<file path="config.mk">
export PLATFORM = sky130hd
export DESIGN_NAME = calendar_to_epoch_seconds_flat
export DESIGN_NICKNAME = d
export VERILOG_FILES = /design/src/hw/rtl/cte_pkg.sv /design/src/hw/rtl/cte_ifs.sv /design/src/hw/rtl/calendar_to_epoch_seconds.sv /design/src/flat_wrapper.sv
export SDC_FILE = /design/constraint.sdc
export NUM_CORES = 1
export LEC_CHECK = 0
export ABC_AREA = 1
export BUFFER_PORTS_ARGS = -buffer_cell sky130_fd_sc_hd__buf_4
export CORE_MARGIN = 3
export CORE_UTILIZATION = 35
export CTS_CLUSTER_SIZE = 24
export DETAILED_ROUTE_END_ITERATION = 12
export PLACE_DENSITY = 0.57
export SYNTH_ARGS = -nofsm -noshare
export SYNTH_HDL_FRONTEND = slang
export SYNTH_SLANG_ARGS = --single-unit
export TNS_END_PERCENT = 5
</file>
<file path="constraint.sdc">
create_clock -name clk -period 6.4 [get_ports clk]
set_input_delay 0.64 -clock clk [delete_from_list [all_inputs] [get_ports clk]]
set_output_delay 0.64 -clock clk [all_outputs]
set_load 0.005 [all_outputs]
</file>
<file path="src/hw/rtl/cte_pkg.sv">
// ----------------------------------------------------------------------------
// cte_pkg: shared types and constants for the calendar to epoch converter
// Payload structs of both channels, calendar constants, the cumulative month
// table and the leap-second instant compare.
// ----------------------------------------------------------------------------
`default_nettype none

package cte_pkg;

  // One input word: a broken-down date and time
  typedef struct packed {
    logic [13:0] year_value;
    logic [3:0]  month_value;
    logic [4:0]  day_of_month;
    logic [4:0]  hour_value;
    logic [5:0]  minute_value;
    logic [5:0]  second_value;
  } stamp_t;

  // One result word
  typedef struct packed {
    logic signed [38:0] epoch_seconds;
    logic               bad_month;
  } epoch_t;

  localparam int unsigned NUM_LEAPS = 5;

  localparam logic [13:0] YEAR_CAP     = 14'd9999;
  // floor(x * 5243 / 2^17) equals floor(x / 25) for every x below 2500
  localparam logic [12:0] RECIP25      = 13'd5243;
  localparam logic [3:0]  MONTH_FIRST  = 4'd1;
  localparam logic [3:0]  MONTH_MARCH  = 4'd3;
  localparam logic [3:0]  MONTH_LAST   = 4'd12;
  // days in years 1..1969
  localparam logic [23:0] DAYS_TO_1970 = 24'd719162;
  // year zero is a leap year that starts 366 days before year 1
  localparam logic [23:0] YEAR0_DAYS   = 24'd0 - 24'd719528;
  localparam logic signed [17:0] SECS_PER_DAY = 18'sd86400;
  localparam logic [16:0] SECS_PER_HOUR = 17'd3600;
  localparam logic [16:0] SECS_PER_MIN  = 17'd60;

  // Leap-second instants as packed {year, month, day, hour, minute, second};
  // every field fits its own bit width, so this order matches the decimal key order
  localparam logic [39:0] LEAP_KEYS [NUM_LEAPS] = '{
    {14'd2006, 4'd1, 5'd1, 5'd8, 6'd59, 6'd59},
    {14'd2009, 4'd1, 5'd1, 5'd8, 6'd59, 6'd59},
    {14'd2012, 4'd7, 5'd1, 5'd8, 6'd59, 6'd59},
    {14'd2015, 4'd7, 5'd1, 5'd8, 6'd59, 6'd59},
    {14'd2017, 4'd1, 5'd1, 5'd8, 6'd59, 6'd59}
  };

  // Days in the year before the first of the given month
  function automatic logic [8:0] month_days_before(input logic [3:0] month);
    logic [8:0] days;
    case (month)
      4'd1:    days = 9'd0;
      4'd2:    days = 9'd31;
      4'd3:    days = 9'd59;
      4'd4:    days = 9'd90;
      4'd5:    days = 9'd120;
      4'd6:    days = 9'd151;
      4'd7:    days = 9'd181;
      4'd8:    days = 9'd212;
      4'd9:    days = 9'd243;
      4'd10:   days = 9'd273;
      4'd11:   days = 9'd304;
      4'd12:   days = 9'd334;
      default: days = 9'd0;
    endcase
    return days;
  endfunction

  // Count the leap-second instants that the key strictly passes
  function automatic logic [2:0] leaps_passed(input logic [39:0] key);
    logic [2:0] count;
    count = 3'd0;
    for (int i = 0; i < NUM_LEAPS; i++) begin
      if (key > LEAP_KEYS[i]) count = count + 3'd1;
    end
    return count;
  endfunction

endpackage

`default_nettype wire

</file>
<file path="src/hw/rtl/cte_ifs.sv">
// ----------------------------------------------------------------------------
// cte_in_if / cte_out_if: valid-ready channels of the converter
// A word moves on a rising edge with valid and ready both high.
// ----------------------------------------------------------------------------
`default_nettype none

interface cte_in_if;
  import cte_pkg::*;

  logic   valid;
  logic   ready;
  stamp_t data;

  modport source (output valid, output data, input ready);
  modport sink   (input valid, input data, output ready);
endinterface

interface cte_out_if;
  import cte_pkg::*;

  logic   valid;
  logic   ready;
  epoch_t data;

  modport source (output valid, output data, input ready);
  modport sink   (input valid, input data, output ready);
endinterface

`default_nettype wire

</file>
<file path="src/hw/rtl/calendar_to_epoch_seconds.sv">
// ----------------------------------------------------------------------------
// calendar_to_epoch_seconds: Gregorian date and time to epoch seconds
// Converts year..second into signed seconds since 1970-01-01, counting the
// fixed leap-second instants, in a four-register pipeline.
// ----------------------------------------------------------------------------
//  channel  dir  word     fields
//  stamp    in   stamp_t  year, month, day, hour, minute, second
//  result   out  epoch_t  epoch_seconds, bad_month
//
//  One word per cycle sustained while result.ready stays high.
//  Stages: year quotients and time of day; day count; multiply by 86400;
//  result register. The day-count multiply sets the longest path.
//  A stalled result holds its register; earlier stages keep filling bubbles.
//  Synchronous reset empties every stage.
// ----------------------------------------------------------------------------
`default_nettype none

module calendar_to_epoch_seconds (
  input  wire logic clk,
  input  wire logic rst,
  cte_in_if.sink    stamp,
  cte_out_if.source result
);
  import cte_pkg::*;

  typedef struct packed {
    logic        year_zero;
    logic [13:0] ym1;
    logic [11:0] q4;
    logic [6:0]  q100;
    logic [4:0]  q400;
    logic        leap;
    logic [3:0]  month;
    logic [4:0]  day;
    logic [16:0] tod;
    logic        bad;
  } s1_t;

  typedef struct packed {
    logic signed [22:0] days;
    logic [16:0]        tod;
    logic               bad;
  } s2_t;

  // pipeline registers
  stamp_t s0;
  s1_t    s1;
  s2_t    s2;
  epoch_t s3;
  logic   v0, v1, v2, v3;
  logic   en0, en1, en2, en3;

  // stage 0 logic
  logic [13:0] yc, ym1;
  logic [11:0] q4, y4;
  logic [24:0] p_q100, p_y100;
  logic [22:0] p_q400, p_y400;
  logic [39:0] key;
  logic [16:0] tod;
  s1_t         s1_next;

  // stage 1 logic
  logic [21:0] base;
  logic [23:0] days_year, days_all;

  // stage 2 logic
  logic signed [40:0] prod;

  // ---- handshake: a stage loads when empty or when it drains ----
  assign en3 = !v3 || result.ready;
  assign en2 = !v2 || en3;
  assign en1 = !v1 || en2;
  assign en0 = !v0 || en1;
  assign stamp.ready  = en0;
  assign result.valid = v3;
  assign result.data  = s3;

  always_ff @(posedge clk) begin
    if (rst) begin
      v0 <= 1'b0;
      v1 <= 1'b0;
      v2 <= 1'b0;
      v3 <= 1'b0;
    end else begin
      if (en0) v0 <= stamp.valid;
      if (en1) v1 <= v0;
      if (en2) v2 <= v1;
      if (en3) v3 <= v2;
    end
  end

  // ---- stage 0: cap year, quotients by 4, 100 and 400, time of day ----
  always_comb begin
    yc  = (s0.year_value > YEAR_CAP) ? YEAR_CAP : s0.year_value;
    ym1 = yc - 14'd1;
    q4  = ym1[13:2];
    y4  = yc[13:2];
    p_q100 = 25'(q4) * 25'(RECIP25);
    p_y100 = 25'(y4) * 25'(RECIP25);
    p_q400 = 23'(ym1[13:4]) * 23'(RECIP25);
    p_y400 = 23'(yc[13:4]) * 23'(RECIP25);
    key = {yc, s0.month_value, s0.day_of_month, s0.hour_value,
           s0.minute_value, s0.second_value};
    tod = 17'(s0.hour_value) * SECS_PER_HOUR + 17'(s0.minute_value) * SECS_PER_MIN
        + 17'(s0.second_value) + 17'(leaps_passed(key));

    s1_next.year_zero = (yc == 14'd0);
    s1_next.ym1       = ym1;
    s1_next.q4        = q4;
    s1_next.q100      = p_q100[23:17];
    s1_next.q400      = p_q400[21:17];
    // a century year is spotted where the quotient by 100 steps up; it is
    // a leap year only where the quotient by 400 steps up as well
    s1_next.leap      = (yc == 14'd0) ||
                        ((yc[1:0] == 2'd0) &&
                         ((p_y100[23:17] == p_q100[23:17]) ||
                          (p_y400[21:17] != p_q400[21:17])));
    s1_next.month     = s0.month_value;
    s1_next.day       = s0.day_of_month;
    s1_next.tod       = tod;
    s1_next.bad       = (s0.month_value < MONTH_FIRST) || (s0.month_value > MONTH_LAST);
  end

  // ---- stage 1: day count relative to 1970-01-01 ----
  always_comb begin
    base      = 22'(s1.ym1) * 22'd365 + 22'(s1.q4) - 22'(s1.q100) + 22'(s1.q400);
    days_year = s1.year_zero ? YEAR0_DAYS : ({2'b00, base} - DAYS_TO_1970);
    days_all  = days_year + 24'(month_days_before(s1.month))
              + 24'(s1.leap && (s1.month >= MONTH_MARCH))
              + 24'(s1.day) - 24'd1;
  end

  // ---- stage 2: seconds of the whole days ----
  assign prod = s2.days * SECS_PER_DAY;

  // advance payload registers
  always_ff @(posedge clk) begin
    if (en0) s0 <= stamp.data;
    if (en1) s1 <= s1_next;
    if (en2) begin
      s2.days <= days_all[22:0];
      s2.tod  <= s1.tod;
      s2.bad  <= s1.bad;
    end
    if (en3) begin
      s3.epoch_seconds <= s2.bad ? 39'sd0 : (prod[38:0] + 39'(s2.tod));
      s3.bad_month     <= s2.bad;
    end
  end

`ifndef SYNTHESIS
  a_bad_zero: assert property (@(posedge clk) disable iff (rst)
    result.valid && result.data.bad_month |-> result.data.epoch_seconds == 39'sd0)
    else $error("bad month with nonzero seconds");

  a_empty_ready: assert property (@(posedge clk) disable iff (rst)
    !v0 |-> stamp.ready)
    else $error("empty input stage refuses a word");

  a_move_on: assert property (@(posedge clk) disable iff (rst)
    v0 && en1 |=> v1)
    else $error("word lost between stages 0 and 1");

  // day zero of January in year zero gives the lowest count
  a_days_range: assert property (@(posedge clk) disable iff (rst)
    v2 && !s2.bad |-> (s2.days >= -23'sd719529) && (s2.days <= 23'sd2932897))
    else $error("day count out of range");
`endif

endmodule

`default_nettype wire
</file>
<file path="src/flat_wrapper.sv">
// flat-port wrapper written by rule: the top's interface ports become plain ports
module calendar_to_epoch_seconds_flat import cte_pkg::*;
  (clk, rst, stamp_valid, stamp_data, stamp_ready, result_valid, result_data, result_ready);
  cte_in_if stamp_i ();
  cte_out_if result_i ();
  input  wire logic clk;
  input  wire logic rst;
  input wire logic [$bits(stamp_i.valid)-1:0] stamp_valid;
  input wire logic [$bits(stamp_i.data)-1:0] stamp_data;
  output wire logic [$bits(stamp_i.ready)-1:0] stamp_ready;
  output wire logic [$bits(result_i.valid)-1:0] result_valid;
  output wire logic [$bits(result_i.data)-1:0] result_data;
  input wire logic [$bits(result_i.ready)-1:0] result_ready;
  assign stamp_i.valid = stamp_valid;
  assign stamp_i.data = stamp_data;
  assign stamp_ready = stamp_i.ready;
  assign result_valid = result_i.valid;
  assign result_data = result_i.data;
  assign result_i.ready = result_ready;
  calendar_to_epoch_seconds u_core (.clk(clk), .rst(rst), .stamp(stamp_i), .result(result_i));
endmodule
</file>
# Yosys cells after proc, flatten, opt, wreduce, memory -nomap -nowiden
# Memory sizes are Yosys's and may differ from the RTL's. A register that Yosys moved wholly into a read port is not among the register bits.
# Cells that the tools add are included.
[totals]
register_bits = 192
romBits = 144
inputBits = 44
output_inout_bits = 42
wordCells = 85
n_memories = 1
[classes]
addsub = 17
multipliers = 8
magnitude_cmp = 9
n_eq_ne = 2
muxes = 8
reduce_logical = 15
[mem_list]
columns = ["memory", "words", "word_bits", "rd", "rd_ports_with_merged_regs", "write_ports", "line_no", "rtl"]
rows = [
  ["(no name shown)", 16, 9, 1, 1, 0, "cte_pkg.sv:55", "case (month)"],
]
[op_table]
columns = ["op", "n"]
rows = [
  ["> comparator 40 x 37 -> 1 bit (second input constant)", 5],
  ["multiplier 12 x 13 -> 24 bit (second input constant)", 2],
  ["multiplier 10 x 13 -> 22 bit (second input constant)", 2],
  ["adder 39 x 17 -> 39 bit", 1],
  ["multiplier 23 x 11 -> 32 bit (second input constant)", 1],
  ["adder 23 x 1 -> 23 bit", 1],
  ["adder 23 x 5 -> 23 bit", 1],
  ["adder 23 x 9 -> 23 bit", 1],
  ["two-way mux 23 bit", 1],
  ["subtractor 22 x 20 -> 23 bit (second input constant)", 1],
  ["subtractor 23 x 1 -> 23 bit (second input constant)", 1],
  ["adder 22 x 12 -> 22 bit", 1],
  ["adder 22 x 5 -> 22 bit", 1],
  ["multiplier 14 x 9 -> 22 bit (second input constant)", 1],
  ["subtractor 22 x 7 -> 22 bit", 1],
  ["adder 17 x 12 -> 17 bit", 1],
  ["adder 17 x 3 -> 17 bit", 1],
  ["adder 17 x 6 -> 17 bit", 1],
  ["> comparator 14 bit (second input constant)", 1],
  ["zero test 14 bit", 1],
  ["two-way mux 14 bit", 1],
  ["subtractor 14 x 1 -> 14 bit (second input constant)", 1],
  ["multiplier 5 x 8 -> 13 bit (second input constant)", 1],
  ["two-way mux 3 bit", 4],
  ["other kinds (14)", 26],
]

# Depth between registers and ports, before layout
# Gate-level depths: netlist (run 1).
[depth]
ltp_word = 13
mapped_depth = 50
ltp_nobuf = 50

# Worst setup path before layout (run 1)
# Ideal clock, no wire load.
[synth_timing]
path_type = "register -> register"
startpoint = "register u_core.s0[31] in the netlist's numbering"
endpoint = "register u_core.s1[27] in the netlist's numbering (data pin)"
setup_time_ns = 0.253
t_arrival_ns = 6.747
required_time_ns = 6.147
setup_slack_ns = -0.601
path_stages_with_launch = 45
n_path_buf = 0
period_less_slack_ns = 7.001
cell_sequence = "edfxtp_1 -> nor2_1 -> nand2_1 -> nand2_1 -> nand2_1 -> nand2_4 -> inv_4 -> nor2_1 -> ha_1 -> nand4_1 -> nor3_2 -> nand3_1 -> inv_1 -> nor2_1 -> nand2_1 -> nand2_1 -> o21ai_0 -> nand2_1 -> (+9 left out) -> inv_1 -> fa_1 -> inv_1 -> ha_1 -> nand2_1 -> nor2_1 -> inv_1 -> nor3_1 -> nand3_1 -> nand3_1 -> xor2_1 -> xor2_1 -> nand2_1 -> nor2_1 -> nand2_1 -> nand4_1 -> nand2_1 -> nand2_1"
[synth_rtl]
columns = ["item", "line_no", "rtl"]
rows = [
  ["start: declaration", "calendar_to_epoch_seconds.sv:46", "stamp_t s0;"],
  ["start signal: assignment", "calendar_to_epoch_seconds.sv:138", "if (en0) s0 <= stamp.data;"],
  ["end signal: assignment", "calendar_to_epoch_seconds.sv:139", "if (en1) s1 <= s1_next;"],
  ["end: declaration", "calendar_to_epoch_seconds.sv:47", "s1_t s1;"],
]

==> results of run 1 <==
per-layer routing:
layer / global-route usage, % / wire length (µm) / vias to the layer above
li1: - / - / 11338
met1: 21.58 / 31120 / 10028
met2: 28.20 / 31150 / 221
met3: 2.035 / 1626 / 54
met4: 3.812 / 1191 / 2
met5: 0 / 13 / -
stage by stage:
step,TNS [ns],instance area (µm²),setup WS (ns)
floorplan,-0.1954,28170,-0.08731
global placement,-1.995,32760,-0.4289
detailed placement,-3.095,32760,-0.5077
CTS,-1.236,33720,-0.2783
global route,-8.034,34090,-0.6961
finish,-0.7257,34090,-0.3063
worst min path at each step:
stage               slack (ns)                 endpoint  depth (start not counted)                    from
global placement          0.40   u_core.s2[0]$_DFFE_PP_                          0  u_core.s1[0]$_DFFE_PN_
CTS                       0.27  u_core.s0[35]$_DFFE_PP_                          1          stamp_data[35]
finish                    0.31  u_core.s0[35]$_DFFE_PP_                          1          stamp_data[35]
floorplan                 0.40   u_core.s2[0]$_DFFE_PP_                          0  u_core.s1[0]$_DFFE_PN_
global route              0.28  u_core.s0[35]$_DFFE_PP_                          1          stamp_data[35]
detailed placement        0.41   u_core.s2[4]$_DFFE_PP_                          0  u_core.s1[4]$_DFFE_PN_
worst register-to-register path, delay by kind of cell (launching register included):
family                   cells  cell delay (ns)
AO/OA/AOI/OAI                5             0.89
XOR/XNOR                     1             0.16
adder cells (fa/ha/maj)      7             2.52
buffers and inverters        7             0.63
flip-flops                   1             0.39
AND/OR/NAND/NOR             20             1.87
synth_stat cells (3+ instances only):
| master | n |
|---|---|
| fa_1 | 268 |
| o21ai_1 | 10 |
| xor2_1 | 71 |
| nand3_2 | 3 |
| nor4_1 | 5 |
| dfxtp_1 | 13 |
| nor3_1 | 37 |
| o21bai_1 | 10 |
| o22ai_1 | 3 |
| nand2_4 | 3 |
| a21o_1 | 12 |
| a21boi_0 | 5 |
| nor2_2 | 3 |
| nand3_1 | 132 |
| o31ai_1 | 6 |
| xnor2_1 | 35 |
| edfxtp_1 | 176 |
| o21ai_0 | 109 |
| nand3b_1 | 7 |
| nand2_2 | 9 |
| ha_1 | 521 |
| a211oi_1 | 3 |
| nand4_1 | 27 |
| a31oi_1 | 13 |
| nand2_1 | 494 |
| o211ai_1 | 3 |
| nor2_4 | 6 |
| xor2_2 | 5 |
| or2_2 | 7 |
| a21oi_1 | 197 |
| nor2_1 | 213 |
| inv_1 | 789 |
| o21a_1 | 13 |
| inv_2 | 6 |
| clkbuf_1 | 8 |
logic make-up after synthesis:
kind of cell | synth area share, %
AOI/OAI and AO/OA | 7.969
xor gates and xnor gates | 3.744
DFF | 19.92
adders and majority gates | 42.69
and+or+nand+nor | 14.76
buffers and inverters | 10.92
state kept, by name, indices dropped and copies added, names as in the netlist, named ones only:
name,flops
u_core.key,26
u_core.result.data,40
u_core.result.valid,1
u_core.s0,14
u_core.s1,55
u_core.s2,41
u_core.v0,1
u_core.v1,1
u_core.v2,1
repair_timing:
item,4_1_cts,5_1_grt
endpoints found under the setup margin,18,33
setup buffers,16,7
cloned,0,0
pin swaps,51,30
hold buffers,0,0
gates resized for setup,49,75
cell type report:
| cell class | count | area (µm²) | area share (%) |
|---|---|---|---|
| Antenna cell | 1 | 2.502 | 0.007340 |
| Clock buffer | 17 | 425.4 | 1.248 |
| Clock inverter | 15 | 246.5 | 0.7230 |
| Inverter | 799 | 3013 | 8.837 |
| Multi-Input combinational cell | 2258 | 20050 | 58.80 |
| Sequential cell | 189 | 5545 | 16.27 |
| Tap cell | 1040 | 1301 | 3.817 |
| Timing Repair Buffer | 466 | 3513 | 10.31 |
==> summary.txt, run 1 <==
Global routing
  • Overall Global Routing Usage: 16.27%
  • Antenna violations before repair: 4
  • Largest net degree at the start of global routing: 44
  • First-pass GRT wire length: 108.4 mm
  • Number of global-route vias before repair: 22002
  • GR Overflow Total: 0

Drt
  • DR DRC count: 0
  • WL/cell: 13.61 µm
  • Pre-Repair DR Iteration Count: 5
  • Post-route ant nets: 0
  • Drt total wl: 65.10 mm
  • Drt via density: 4.523
  • 1st-iter DRT viols: 836
  • Vias: 21643

Worst setup path
  • CP max stage delay: 0.53 ns
  • Cell count along the critical path: 40
  • CP Max Fanout: 3
  • Register-to-register setup slack: -0.31 ns
  • Data required time at the worst endpoint: 6.64 ns
  • Critical path capture point type: register
  • R2R Path Start: u_core.s0[33]$_DFFE_PP_
  • Critical path origin: u_core.s0[33]$_DFFE_PP_
  • Reg-to-Reg End: u_core.s1[27]$_DFFE_PN_
  • CP delay by family, top: adder cells
  • Worst setup SP type: register
  • Worst Reg-to-Reg Cells: 40
  • Most frequent CP cell: nand2_1
  • Slowest-stage cell, CP: fa_1
  • Worst EP arrival: 6.95 ns
  • WS Path Type: register to register
  • Crit path to: u_core.s1[27]$_DFFE_PN_
  • Buf/Inv on CP: 7

Clock tree
  • Clk_lat worst skew: 0.49 ns
  • H-tree Lvls: 4
  • Clock buffer depth: 2
  • Clk pin slew, worst setup/hold paths: 0.09 ns
  • TritonCTS Buffers: 17
  • CTS root buf: clkbuf_16
  • Clock sinks: 189
  • CTS tree: yes

Yosys
  • YS warnings: 0
  • Post-synth top area cell: ha_1
  • Top_reg_cell synth: edfxtp_1
  • Sequential fraction of the synthesis area: 19.92%
  • Main area contributors after synthesis: ha_1 (23%), fa_1 (19%), edfxtp_1 (19%)
  • Syn avg cell area: 8.553 µm²
  • EDFF count, synth: 176
  • Post-synth ARST share: 0%
  • Cells after synthesis: 3255
  • Synth top area share: 23.42%
  • Unique cell type count in the Yosys netlist: 59
  • Mapped cell area: 0.02784 mm²
  • Syn_nets: 4088
  • Register bit total from synthesis: 189

Placed design
  • Port bufs: 85
  • Post-DP HPWL: 57.50 mm
  • Inst Count DP: 4729
  • GP Congestion: 0.8902

STA
  • Least-Margin Pin Slew: 0.7477 ns
  • Finish-stage setup viols: 4
  • Clk_skew: 0.01471 ns
  • Final cycle utilization of the critical path: 104.8%
  • RSZ-0062 raised after global routing: true
  • Final Critical Period: 6.706 ns
  • Maximum clock rate: 149.1 MHz
  • Number of max-slew violations in the final report: 0
  • Post-route setup slack: -0.3063 ns
  • Worst hold slack: 0.3127 ns
  • Max-slew headroom: 49.80%
  • Final Hold Viols: 0

Floorplanning
  • Initial Util: 35.64%
  • Io pins: 86
  • Die X-Extent: 288.0 µm
  • Die area: 0.08296 mm²
  • # rows: 102
  • Core area: 0.07810 mm²
  • Die height: 288.0 µm

Final layout
  • Leading cell type in the layout, fill and taps excluded: inv_1
  • Synthesis-to-finish area growth: 22.46%
  • Commonest cells after routing, fill and taps aside: inv_1 (775), ha_1 (491), nand2_1 (475), buf_4 (462), fa_1 (265)
  • Nets@finish: 4564
  • Layout cells sized above 1: 18.67%
  • Final Core Density: 43.65%
  • Fin cells: 4785
  • Fillers: 7748

Min path
  • Type of the worst min-delay path: input port to register

Run
  • Max-Cap Viols: 0

Status
  • Failing checks: negative setup slack
  • Status: finished with violations
Power of run 1 is left out: the tool's default activity adds up to more than one toggle a clock period on the data nets, which glitch-free logic cannot reach.
==> run 2: changes to the inputs <==
--- a/config.mk
+++ b/config.mk
@@ -5,13 +5,13 @@
 export SDC_FILE = /design/constraint.sdc
 export NUM_CORES = 1
 export LEC_CHECK = 0
-export ABC_AREA = 1
 export BUFFER_PORTS_ARGS = -buffer_cell sky130_fd_sc_hd__buf_4
 export CORE_MARGIN = 3
 export CORE_UTILIZATION = 35
 export CTS_CLUSTER_SIZE = 24
 export DETAILED_ROUTE_END_ITERATION = 12
-export PLACE_DENSITY = 0.57
+export PLACE_DENSITY = 0.55
+export SLEW_MARGIN = 25
 export SYNTH_ARGS = -nofsm -noshare
 export SYNTH_HDL_FRONTEND = slang
 export SYNTH_SLANG_ARGS = --single-unit
==> constraint.sdc (replaced) <==
create_clock -name clk -period 7.4 [get_ports clk]
set_input_delay 0.74 -clock clk [delete_from_list [all_inputs] [get_ports clk]]
set_output_delay 0.74 -clock clk [all_outputs]
set_load 0.005 [all_outputs]
==> summary.txt, run 2 <==
Status
  • Status: finished with violations (unchanged)
  • Failing checks: negative setup slack (unchanged)

Yosys
  • Top_reg_cell synth: edfxtp_1 (unchanged)
  • Register bit total from synthesis: 189 (unchanged)
  • Main area contributors after synthesis: ha_1 (25%), fa_1 (20%), edfxtp_1 (20%) (was ha_1 (23%), fa_1 (19%), edfxtp_1 (19%))
  • Mapped cell area: 0.02646 mm² (was 0.02784 mm²)
  • EDFF count, synth: 176 (unchanged)
  • Syn avg cell area: 10.02 µm² (was 8.553 µm²)
  • Post-synth top area cell: ha_1 (unchanged)
  • Sequential fraction of the synthesis area: 20.95% (was 19.92%)
  • Cell with the most instances after synthesis: inv_1 (unchanged)
  • Synth top area share: 24.63% (was 23.42%)
  • Unique cell type count in the Yosys netlist: 84 (was 59)
  • Cells after synthesis: 2641 (was 3255)
  • Commonest cells in the netlist: inv_1 (606), ha_1 (521), fa_1 (268) (was inv_1 (789), ha_1 (521), nand2_1 (494))
  • YS warnings: 0 (unchanged)
  • Syn_nets: 3474 (was 4088)
  • Post-synth ARST share: 0% (unchanged)

Floorplanning
  • Die area: 0.07895 mm² (was 0.08296 mm²)
  • Core area: 0.07470 mm² (was 0.07810 mm²)
  • Die X-Extent: 281.0 µm (was 288.0 µm)
  • Die height: 281.0 µm (was 288.0 µm)
  • Initial Util: 35.43% (was 35.64%)
  • Io pins: 86 (unchanged)
  • # rows: 100 (was 102)

STA
  • Least-Margin Pin Slew: 0.9327 ns (was 0.7477 ns)
  • Clk_skew: 0.01785 ns (was 0.01471 ns)
  • Maximum clock rate: 132.6 MHz (was 149.1 MHz)
  • Final cycle utilization of the critical path: 101.9% (was 104.8%)
  • Number of max-slew violations in the final report: 0 (unchanged)
  • Post-route setup slack: -0.1393 ns (was -0.3063 ns)
  • Final Hold Viols: 0 (unchanged)
  • RSZ-0062 raised after global routing: true (unchanged)
  • Finish-stage setup viols: 1 (was 4)
  • Final Critical Period: 7.539 ns (was 6.706 ns)
  • Worst hold slack: 0.4180 ns (was 0.3127 ns)
  • Max-slew headroom: 37.60% (was 49.80%)

Clock tree
  • Clk_lat worst skew: 0.49 ns (about the same)
  • Hold Buf Count CTS: 0 (unchanged)
  • Clk pin slew, worst setup/hold paths: 0.08 ns (was 0.09 ns)
  • CTS root buf: clkbuf_16 (unchanged)
  • H-tree Lvls: 4 (unchanged)
  • Clock sinks: 189 (unchanged)
  • TritonCTS Buffers: 17 (unchanged)
  • Clock buffer depth: 2 (unchanged)
  • CTS tree: yes (unchanged)

Drt
  • Vias: 18090 (was 21643)
  • Drt total wl: 55.33 mm (was 65.10 mm)
  • Pre-Repair DR Iteration Count: 5 (unchanged)
  • 1st-iter DRT viols: 630 (was 836)
  • Post-route ant nets: 0 (unchanged)
  • Drt via density: 4.666 (was 4.523)
  • WL/cell: 14.27 µm (was 13.61 µm)
  • DR DRC count: 0 (unchanged)

Worst setup path
  • Worst setup SP type: register (unchanged)
  • Crit path to: u_core.s1[27]$_DFFE_PN_ (unchanged)
  • Worst Reg-to-Reg Cells: 35 (was 40)
  • WS Path Type: register to register (unchanged)
  • Register-to-register setup slack: -0.14 ns (was -0.31 ns)
  • CP max stage delay: 0.60 ns (was 0.53 ns)
  • Most frequent CP cell: buf_4 (was nand2_1)
  • Critical path capture point type: register (unchanged)
  • Critical path origin: u_core.s0[32]$_DFFE_PP_ (was u_core.s0[33]$_DFFE_PP_)
  • R2R Path Start: u_core.s0[32]$_DFFE_PP_ (was u_core.s0[33]$_DFFE_PP_)
  • CP Max Fanout: 3 (unchanged)
  • Worst EP arrival: 7.87 ns (was 6.95 ns)
  • Data required time at the worst endpoint: 7.73 ns (was 6.64 ns)
  • Reg-to-Reg End: u_core.s1[27]$_DFFE_PN_ (unchanged)
  • Slowest-stage cell, CP: fa_1 (unchanged)

Placed design
  • GP Congestion: 0.9052 (was 0.8902)
  • Placement-stage cell area: 0.02952 mm² (was 0.03276 mm²)
  • Post-DP HPWL: 48.03 mm (was 57.50 mm)
  • Port bufs: 85 (unchanged)

Global routing
  • GR Util met3: 2.010% (was 2.035%)
  • Met1 usage: 18.92% (was 21.58%)
  • Met2 Use GR: 25.56% (was 28.20%)
  • First-pass GRT wire length: 92.94 mm (was 108.4 mm)
  • GR Overflow Total: 0 (unchanged)
  • Number of global-route vias before repair: 18771 (was 22002)
  • Overall Global Routing Usage: 14.53% (was 16.27%)
  • Global route hottest layer: met2 (unchanged)
  • Antenna violations before repair: 0 (was 4)
  • Largest net degree at the start of global routing: 59 (was 44)

Final layout
  • Nets@finish: 3728 (was 4564)
  • Layout cells sized above 1: 14.13% (was 18.67%)
  • Leading cell type in the layout, fill and taps excluded: inv_1 (unchanged)
  • Diodes inserted: 0 (was 1)
  • Number of flip-flops in the largest register: 55 (unchanged)
  • Synthesis-to-finish area growth: 15.65% (was 22.46%)
  • Commonest cells after routing, fill and taps aside: inv_1 (600), ha_1 (510), fa_1 (267), buf_4 (265), edfxtp_1 (176) (was inv_1 (775), ha_1 (491), nand2_1 (475), buf_4 (462), fa_1 (265))
  • Largest Register: u_core.s1 (unchanged)
  • Multi-input gate area: 0.01895 mm² (was 0.02005 mm²)
  • Register Area: 0.005545 mm² (unchanged)
  • Fillers: 7235 (was 7748)
  • Design area: 0.03061 mm² (was 0.03409 mm²)

Min path
  • Type of the worst min-delay path: register to register (was input port to register)

Run
  • Max-Cap Viols: 0 (unchanged)
-- run 2: cell types whose count changed after synthesis, moves of 27 or more --
| cell | before | now |
|---|---|---|
| nand2b_1 | 0 | 27 |
| inv_1 | 789 | 606 |
| nor2_1 | 213 | 110 |
| o21ai_0 | 109 | 66 |
| xnor2_1 | 35 | 137 |
| a21o_1 | 12 | 54 |
| nand2_1 | 494 | 92 |
| a21oi_1 | 197 | 102 |
| nand3_1 | 132 | 29 |
-- run 2: what timing repair did --
action / CTS / global route
cloned: 0 / 0
pin swaps: 34 / 23
resized for setup: 20 / 43
endpoints found under the setup margin: 3 / 20
setup buffers: 16 / 10
-- run 2: critical path, delay by kind of cell, from the launching register on --
kind / cells / cell delay [ns]
flops: 1 / 0.43
compound gates: 6 / 0.98
xor+xnor: 3 / 0.56
buf+inv: 13 / 1.48
simple gates: 6 / 1.06
fa+ha+maj: 7 / 2.89
-- run 2: layer usage --
| layer | vias to the layer above | routed length, µm | share of wire (%) |
|---|---|---|---|
| met3 | 45 | 1089 | 2.0 |
| met5 | - | 0 | 0 |
| met1 | 8606 | 26150 | 47 |
| met4 | 0 | 820 | 1.5 |
| li1 | 9279 | - | - |
| met2 | 160 | 27280 | 49 |
-- run 2: kinds of logic after synthesis --
group | share of synthesized area (%)
AND/OR/NAND/NOR | 8.042
adder cells (fa/ha/maj) | 44.91
flip-flops | 20.95
multiplexers | 0.5106
AO/OA/AOI/OAI | 10.32
buffers and inverters | 9.082
XOR/XNOR | 6.189
-- run 2: area by class of cell --
cell class | count | area share (%)
Multi-Input combinational cell | 1813 | 61.92
Clock inverter | 15 | 0.5560
Sequential cell | 189 | 18.12
Inverter | 607 | 7.452
Tap cell | 969 | 3.961
Timing Repair Buffer | 267 | 6.602
Clock buffer | 17 | 1.390
-- run 2: how the worst min path moves through the flow --
stage	depth (start not counted)	slack [ns]	endpoint	from
final	0	0.42	u_core.s2[9]$_DFFE_PP_	u_core.s1[9]$_DFFE_PN_
after global routing	1	0.39	u_core.key[8]$_DFFE_PP_	stamp_data[8]
after CTS	1	0.38	u_core.key[7]$_DFFE_PP_	stamp_data[7]
after floorplan	0	0.40	u_core.s2[0]$_DFFE_PP_	u_core.s1[0]$_DFFE_PN_
after detailed placement	0	0.41	u_core.s2[7]$_DFFE_PP_	u_core.s1[7]$_DFFE_PN_
after global placement	0	0.41	u_core.s2[7]$_DFFE_PP_	u_core.s1[7]$_DFFE_PN_
-- run 2: stage by stage --
stage               TNS [ns]  utilization (%)  cells  worst slack, ns
global route          -1.836            40.97   3877          -0.5122
floorplan            -0.1776                -   2641          -0.1776
finish               -0.1393            40.97   3877          -0.1393
global placement     -0.4343            39.52   3819          -0.4343
CTS                  -0.1137            40.63   3867          -0.1137
detailed placement   -0.6400            39.52   3819          -0.5927
Power of run 2 is left out for the same reason.
